[src/effect_slot_manager_defines.svh]
// assertion macros for the effect slot manager
`ifndef EFFECT_SLOT_MANAGER_DEFINES_SVH
`define EFFECT_SLOT_MANAGER_DEFINES_SVH

// same-cycle implication, checked on clk, off while rst is high
`define ESM_ASSERT_IMPL(label, ante, cons) \
  label: assert property (@(posedge clk) disable iff (rst) (ante) |-> (cons)) \
    else $error("effect slot manager check failed");

// next-cycle implication, checked on clk, off while rst is high
`define ESM_ASSERT_NEXT(label, ante, cons) \
  label: assert property (@(posedge clk) disable iff (rst) (ante) |=> (cons)) \
    else $error("effect slot manager check failed");

`endif

[src/esm_pkg.sv]
// types, codes and constants shared by the effect slot manager
`timescale 1ns / 1ps
`default_nettype none
package esm_pkg;

  // number of effect slots, numbered 1..MAX_SLOTS
  localparam int MAX_SLOTS = 16;
  // width of a slot number, zero meaning no slot
  localparam int SLOT_W = $clog2(MAX_SLOTS + 1);

  typedef logic [MAX_SLOTS-1:0] slot_mask_t;
  typedef logic [SLOT_W-1:0]    slot_num_t;

  // host commands
  typedef enum logic [3:0] {
    CMD_CREATE     = 4'd0,
    CMD_START      = 4'd1,
    CMD_START_SOLO = 4'd2,
    CMD_STOP       = 4'd3,
    CMD_FREE       = 4'd4,
    CMD_FREE_ALL   = 4'd5,
    CMD_ENABLE     = 4'd6,
    CMD_DISABLE    = 4'd7,
    CMD_STOP_ALL   = 4'd8,
    CMD_PAUSE      = 4'd9,
    CMD_RESUME     = 4'd10
  } cmd_t;

  // result status codes
  typedef enum logic [1:0] {
    ST_OK   = 2'd0,
    ST_FULL = 2'd1,
    ST_BAD  = 2'd2
  } status_t;

  // configuration register indexes
  typedef enum logic [0:0] {
    REG_POOL_TOTAL = 1'b0,
    REG_BLOCK_COST = 1'b1
  } reg_idx_t;

  // free with this index releases every slot
  localparam logic [7:0] FREE_ALL_INDEX = 8'hFF;

  localparam logic [15:0] POOL_TOTAL_RESET = 16'd4096;
  localparam logic [11:0] BLOCK_COST_RESET = 12'd64;

  typedef struct packed {
    logic [3:0] cmd;
    logic [7:0] effect_index;
  } cmd_item_t;

  typedef struct packed {
    logic [1:0]  status;
    logic [4:0]  new_index;
    logic [15:0] pool_left;
    logic [15:0] allocated_mask;
    logic [15:0] playing_mask;
    logic        actuators_on;
    logic        paused;
  } result_item_t;

endpackage
`default_nettype wire

[src/effect_slot_manager.sv]
// effect slot manager: lowest free slot allocator with pool accounting
//
//  channel   | signals                            | transfer when
//  ----------+------------------------------------+------------------------------
//  command   | start, busy, command               | start high and busy low
//  result    | result_valid, result               | every cycle result_valid is high
//  config    | cfg_valid, cfg_ready, cfg_index,   | cfg_valid and cfg_ready high
//            | cfg_data                           |
//
//  a command is registered into in_q at its transfer, its result is registered
//  from in_q into result and transfers while result_valid is high; one command
//  per cycle, set by the single decode and update stage
//  the slot masks, pool and flags update in the same stage, so each command sees
//  all earlier ones. busy is high for one cycle after reset, then stays low
//  results are strobed for one cycle; the receiver has no way to stall them
`timescale 1ns / 1ps
`default_nettype none
`include "effect_slot_manager_defines.svh"
module effect_slot_manager (
  input  wire logic                 clk,
  input  wire logic                 rst,
  input  wire logic                 start,
  output logic                      busy,
  input  wire esm_pkg::cmd_item_t   command,
  output logic                      result_valid,
  output esm_pkg::result_item_t     result,
  input  wire logic                 cfg_valid,
  output logic                      cfg_ready,
  input  wire logic [0:0]           cfg_index,
  input  wire logic [15:0]          cfg_data
);

  // configuration registers
  logic [15:0] pool_total;
  logic [11:0] block_cost;

  // input register
  logic                in_valid;
  esm_pkg::cmd_item_t  in_q;

  // slot and device state
  esm_pkg::slot_mask_t slot_allocated, slot_allocated_next;
  esm_pkg::slot_mask_t slot_playing, slot_playing_next;
  logic [15:0]         pool_available, pool_available_next;
  logic                actuator_enable, actuator_enable_next;
  logic                pause_flag, pause_flag_next;

  // decode signals
  esm_pkg::status_t    status_next;
  esm_pkg::slot_num_t  given;
  logic                found;
  logic                idx_ok;
  esm_pkg::slot_mask_t sel;
  logic [16:0]         credit_sum;

  assign cfg_ready = ~busy;

  // busy only right after reset
  always_ff @(posedge clk) begin
    if (rst) begin
      busy <= 1'b1;
    end else begin
      busy <= 1'b0;
    end
  end

  // configuration writes
  always_ff @(posedge clk) begin
    if (rst) begin
      pool_total <= esm_pkg::POOL_TOTAL_RESET;
      block_cost <= esm_pkg::BLOCK_COST_RESET;
    end else if (cfg_valid && cfg_ready) begin
      unique case (esm_pkg::reg_idx_t'(cfg_index))
        esm_pkg::REG_POOL_TOTAL: pool_total <= cfg_data;
        esm_pkg::REG_BLOCK_COST: block_cost <= cfg_data[11:0];
        default: ;
      endcase
    end
  end

  // command capture
  always_ff @(posedge clk) begin
    if (rst) begin
      in_valid <= 1'b0;
    end else begin
      in_valid <= start && !busy;
    end
    if (start && !busy) begin
      in_q <= command;
    end
  end

  // lowest free slot search
  always_comb begin
    found = 1'b0;
    given = '0;
    for (int k = esm_pkg::MAX_SLOTS - 1; k >= 0; k--) begin
      if (!slot_allocated[k]) begin
        found = 1'b1;
        given = esm_pkg::SLOT_W'(k + 1);
      end
    end
  end

  // addressed slot decode
  assign idx_ok = (in_q.effect_index != 8'd0) &&
                  (in_q.effect_index <= 8'(esm_pkg::MAX_SLOTS));
  assign sel = esm_pkg::slot_mask_t'(1) << (in_q.effect_index - 8'd1);
  assign credit_sum = {1'b0, pool_available} + 17'(block_cost);

  // command execution
  always_comb begin
    slot_allocated_next  = slot_allocated;
    slot_playing_next    = slot_playing;
    pool_available_next  = pool_available;
    actuator_enable_next = actuator_enable;
    pause_flag_next      = pause_flag;
    status_next          = esm_pkg::ST_OK;
    unique case (esm_pkg::cmd_t'(in_q.cmd))
      esm_pkg::CMD_CREATE: begin
        if (!found) begin
          status_next = esm_pkg::ST_FULL;
        end else begin
          slot_allocated_next = slot_allocated | (esm_pkg::slot_mask_t'(1) << (given - 1'b1));
          slot_playing_next   = slot_playing & ~(esm_pkg::slot_mask_t'(1) << (given - 1'b1));
          pool_available_next = (pool_available > {4'd0, block_cost}) ?
                                (pool_available - {4'd0, block_cost}) : 16'd0;
        end
      end
      esm_pkg::CMD_START, esm_pkg::CMD_START_SOLO: begin
        if (!idx_ok || (slot_allocated & sel) == '0) begin
          status_next = esm_pkg::ST_BAD;
        end else if (esm_pkg::cmd_t'(in_q.cmd) == esm_pkg::CMD_START_SOLO) begin
          slot_playing_next = sel;
        end else begin
          slot_playing_next = slot_playing | sel;
        end
      end
      esm_pkg::CMD_STOP: begin
        if (!idx_ok) begin
          status_next = esm_pkg::ST_BAD;
        end else begin
          slot_playing_next = slot_playing & ~sel;
        end
      end
      esm_pkg::CMD_FREE: begin
        priority if (in_q.effect_index == esm_pkg::FREE_ALL_INDEX) begin
          slot_allocated_next = '0;
          slot_playing_next   = '0;
          pool_available_next = pool_total;
        end else if (!idx_ok) begin
          status_next = esm_pkg::ST_BAD;
        end else if ((slot_allocated & sel) != '0) begin
          slot_allocated_next = slot_allocated & ~sel;
          slot_playing_next   = slot_playing & ~sel;
          pool_available_next = (credit_sum > {1'b0, pool_total}) ?
                                pool_total : credit_sum[15:0];
        end else begin
          status_next = esm_pkg::ST_OK;
        end
      end
      esm_pkg::CMD_FREE_ALL: begin
        slot_allocated_next = '0;
        slot_playing_next   = '0;
        pool_available_next = pool_total;
      end
      esm_pkg::CMD_ENABLE:   actuator_enable_next = 1'b1;
      esm_pkg::CMD_DISABLE:  actuator_enable_next = 1'b0;
      esm_pkg::CMD_STOP_ALL: slot_playing_next = '0;
      esm_pkg::CMD_PAUSE:    pause_flag_next = 1'b1;
      esm_pkg::CMD_RESUME:   pause_flag_next = 1'b0;
      default:               status_next = esm_pkg::ST_BAD;
    endcase
  end

  // state and result registers
  always_ff @(posedge clk) begin
    if (rst) begin
      slot_allocated  <= '0;
      slot_playing    <= '0;
      pool_available  <= 16'd0;
      actuator_enable <= 1'b1;
      pause_flag      <= 1'b0;
      result_valid    <= 1'b0;
    end else begin
      result_valid <= in_valid;
      if (in_valid) begin
        slot_allocated  <= slot_allocated_next;
        slot_playing    <= slot_playing_next;
        pool_available  <= pool_available_next;
        actuator_enable <= actuator_enable_next;
        pause_flag      <= pause_flag_next;
      end
    end
    if (in_valid) begin
      result.status         <= status_next;
      result.new_index      <= (esm_pkg::cmd_t'(in_q.cmd) == esm_pkg::CMD_CREATE) ?
                               5'(given) : 5'd0;
      result.pool_left      <= pool_available_next;
      result.allocated_mask <= 16'(slot_allocated_next);
      result.playing_mask   <= 16'(slot_playing_next);
      result.actuators_on   <= actuator_enable_next;
      result.paused         <= pause_flag_next;
    end
  end

  // checks
  `ESM_ASSERT_IMPL(a_play_needs_alloc, 1'b1, (slot_playing & ~slot_allocated) == '0)
  `ESM_ASSERT_NEXT(a_cmd_gives_result, in_valid, result_valid)
  `ESM_ASSERT_IMPL(a_full_no_slot, result_valid && result.status == esm_pkg::ST_FULL, result.new_index == 5'd0)
  `ESM_ASSERT_IMPL(a_slot_means_ok, result_valid && result.new_index != 5'd0, result.status == esm_pkg::ST_OK)

endmodule
`default_nettype wire
[config.mk]
export PLATFORM = sky130hd
export DESIGN_NAME = effect_slot_manager
export DESIGN_NICKNAME = d
export VERILOG_FILES = /design/src/esm_pkg.sv /design/src/effect_slot_manager.sv
export VERILOG_INCLUDE_DIRS = /design/src /design/src/src
export SDC_FILE = /design/constraint.sdc
export NUM_CORES = 1
export LEC_CHECK = 0
export ABC_AREA = 1
export BUFFER_PORTS_ARGS = -buffer_cell sky130_fd_sc_hd__buf_2
export CAP_MARGIN = 40
export CORE_UTILIZATION = 50
export DETAILED_ROUTE_END_ITERATION = 7
export PLACE_DENSITY_LB_ADDON = 0.15
export SLEW_MARGIN = 20
export SYNTH_ARGS = -nofsm -noshare
export SYNTH_HDL_FRONTEND = slang
export SYNTH_SLANG_ARGS = --single-unit
export TNS_END_PERCENT = 100
[constraint.sdc]
create_clock -name clk -period 4.6 [get_ports clk]
set_input_delay 0.23 -clock clk [delete_from_list [all_inputs] [get_ports clk]]
set_output_delay 0.23 -clock clk [all_outputs]
set_load 0.02 [all_outputs]
==> results.md <==
* FF-to-FF path depth at 30
* Max Cap Violations at 0
* Unrepaired setup endpoints after global routing: no
* Max Fanout on Critical Path at 12
* # nets final at between 1500 and 2000
* Initial Util at 51.59%
* Power density over cell area at slightly above 300 nW/µm²
* Run status: complete, no violations
* Final design instance area without fill at ~11000 µm²
* Count of antenna-violating nets left after detailed routing at 0
* Number of port buffers at 92
* Count of state elements after synthesis at 150
* Post-synth cell types at 53
* Critical R2R Launch: pool_available[1]
* Die Outline Area at 20060 µm²
* Hold Path Sink: in_valid
* Clock input transition at the sequential cells of the worst setup and hold paths at around 70 ps
* Max incr delay on CP at about 440 ps
* Capture point of the worst reg-to-reg path: result[40]
* Actual slew at the worst max-slew pin at approximately 840 ps
* ANT cells at 0
* Warning count from the yosys run at 0
* Crit path required time at approximately 4800 ps
* Total CTS buffers at 17
* Worst clock skew at 8.430 ps
* First-pass GRT wire length at around 45000 µm
* Number of setup violations in the final report at 0
* Tmin final at 4236 ps
* Worst vdd rail ir drop at 0.2555 mV
* Headroom to the max-slew limit at ~44%
* Number of global-route vias before repair at roughly 8400
* Ys async rst share at 0%
* CP max stage cell: dfxtp_1
* Total power at 0.003473 W
* Largest net degree at the start of global routing at 79
* Path type of the worst setup path: register to register
* Most instantiated flip-flop cell in the synthesis netlist: dfxtp_1
* Data arrival, critical path at 4430 ps
* Number of cells on the worst hold path at 3
* Syn_nets at approximately 1400
* Sum of negative setup slack at 0 ps
* Number of failing hold endpoints at the final stage at 0
* Area of placed instances at ~10000 µm²
* I/O pin cnt at a little over 90
* Avg Synthesized Cell Area at ~7 µm²
* Antenna violations before repair at 0
* Detail Placement HPWL at between 20000 and 25000 µm
* Leakage dissipation at between 5 and 6 nW
* Dominant cell type by count on the critical path: nand2_1
* # rows at 50
* Hold WC Path Type: primary input to register
* DRC violation total after the first TritonRoute iteration at ~870
* Die Y-Extent at 141.6 µm
* Wirelength, routed at approximately 29000 µm
* Remaining global-route overflow at 0
* # clock sinks at 150
* Crit end category: register
* Sequential element share of the synthesized area at between 30% and 40%
* Clock insertion delay at the later pin of the skew report at roughly 430 ps
* Achievable clock frequency at around 0.24 GHz
* Number of pins exceeding their max-slew limit in the final report at 0
* Worst reg2reg setup slack at about 360 ps
* Buffer cell driving the clock tree root: clkbuf_16
* Width of the die at between 100 and 150 µm
* Global-route usage over all layers at between 20% and 30%
* Final clock period utilization by the worst path at 92.09%
* Start point of the worst min-delay path: start
* Router iterations before antenna repair at 6
* Core utilization of the finished layout at just under 60%
* Via Count at 9626
* Total standard cell area after synthesis at between 9000 and 10000 µm²
* TritonCTS clock tree: done
* Sort of element at the start of the critical path: register
* Mapped Cells at roughly 1400
* Number of synthesized flops with an enable pin at 69
* Area of the core at 18890 µm²
* Max Root-Sink Buffers at 2
* Via/cell ratio at 5.567
* H-tree Lvls at 4
* DRC at 0
* Placer Congestion at between 0.9 and 1
* Avg WL per Cell at about 17 µm
* Fraction of final layout cells sized beyond drive strength 1 at between 10% and 20%
* Layout overhead on the synthesized area at 14.93%
==> worst max path at each step <==
stage	slack, ps	endpoint	startpoint	depth (start not counted)
global placement	500	result[40]	pool_available[0]	31
finish	360	result[40]	pool_available[1]	30
global route	1	result[44]	pool_available[1]	30
CTS	340	result[40]	pool_available[0]	31
floorplan	760	result[37]	pool_available[0]	31
detailed placement	350	result[42]	pool_available[0]	31
==> what timing repair did <==
| action | CTS | global route |
|---|---|---|
| hold buffers | 12 | 0 |
| setup buffers | 0 | 1 |
| setup endpoints to repair | 0 | 4 |
| gates resized for setup | 0 | 1 |
| hold endpoints to repair | 12 | 0 |
==> Yosys cell counts (2+ instances only) <==
master | number | share of area, %
and2_0 | 2 | 0.13
buf_4 | 3 | 0.23
or2_1 | 4 | 0.26
a211oi_1 | 4 | 0.31
ha_1 | 42 | 5.4
o221ai_1 | 3 | 0.27
a21oi_2 | 3 | 0.27
buf_1 | 2 | 0.077
o211ai_1 | 6 | 0.46
clkinv_1 | 3 | 0.12
nand2_4 | 2 | 0.23
a21oi_1 | 101 | 5.2
nand2_1 | 286 | 11
buf_2 | 4 | 0.21
clkbuf_2 | 2 | 0.10
o21bai_1 | 4 | 0.31
dfxtp_1 | 81 | 17
nor2_4 | 4 | 0.46
or2_2 | 8 | 0.51
edfxtp_1 | 69 | 21
nand3_2 | 2 | 0.21
inv_2 | 7 | 0.27
a31oi_1 | 11 | 0.71
nand4_1 | 33 | 2.1
clkbuf_1 | 41 | 1.6
o21ai_1 | 8 | 0.41
nor2_2 | 12 | 0.77
o211a_1 | 2 | 0.21
o2111ai_1 | 3 | 0.27
nand3_1 | 127 | 6.5
o21ai_0 | 115 | 5.9
fa_1 | 2 | 0.41
nor3_1 | 23 | 1.2
nor4_1 | 3 | 0.19
o22ai_1 | 8 | 0.51
inv_1 | 207 | 8.0
nand2_2 | 5 | 0.32
nor2_1 | 82 | 3.2
a221oi_1 | 6 | 0.54
xor2_1 | 21 | 1.9
==> critical path, delay by kind of cell, from the launching register on <==
family	cells	cell delay, ps
adder cells (fa/ha/maj)	2	730
XOR/XNOR	1	200
flip-flops	1	440
AND/OR/NAND/NOR	19	1650
buffers and inverters	5	480
AO/OA/AOI/OAI	3	500
==> stage by stage <==
step / worst slack [ps] / hold slack, ps / cells
finish: 363.9 / 21.95 / 1729
global route: 1.458 / 49.21 / 1729
CTS: 341.4 / 20.02 / 1726
detailed placement: 354.9 / 409.2 / 1682
global placement: 502.0 / 407.3 / 1679
floorplan: 759.4 / 257.7 / 1364
==> cell usage in the layout, fill, tap and decap left out, drive strengths merged, types with 8 or more instances in the layout <==
cell / count
a21oi: 104
clkbuf: 19
dlygate4sd3: 12
nor2: 99
inv: 221
edfxtp: 69
o22ai: 8
or2: 12
nor3: 23
a31oi: 11
nand2: 293
buf: 114
o21ai: 124
dfxtp: 81
nand4: 34
nand3: 129
ha: 42
xor2: 22
==> layer usage <==
layer | up-vias | wire (µm) | share of wire, % | global-route usage, %
li1 | 4727 | - | - | -
met1 | 4329 | 13300 | 46 | 43.41
met2 | 513 | 11670 | 41 | 41.56
met3 | 57 | 3022 | 11 | 6.244
met4 | 0 | 623 | 2.2 | 9.055
met5 | - | 0 | 0 | 0
==> flip-flops by register name, indices dropped and copies added (netlist names), 12 cells and up <==
register and flops:
pool_available 16, result 57, in_q 12, slot_playing 16, block_cost 12, pool_total 16
slot_allocated 16
==> cell type report <==
type	count	area (µm²)
Sequential cell	150	3699
Clock inverter	13	111.4
Multi-Input combinational cell	944	5014
Fill cell	1806	7691
Clock buffer	19	454.2
Timing Repair Buffer	126	784.5
Inverter	217	814.5
Tap cell	260	325.3
==> cell families (layout without fill, tap and decap cells) <==
family	after synthesis	after routing	share of synthesized area, %
adder cells (fa/ha/maj)	44	44	5.802
flip-flops	150	150	37.89
buffers and inverters	270	375	10.67
AND/OR/NAND/NOR	596	596	27.47
AO/OA/AOI/OAI	281	281	15.94
XOR/XNOR	23	23	2.221
==> power breakdown <==
group / internal, W / switching (W)
combinational: 0.000204 / 0.000389
clock: 0.000738 / 0.000637
sequential: 0.00145 / 0.0000504
total: 0.00240 / 0.00108
No activity file was read; power rests on OpenSTA's default activity.
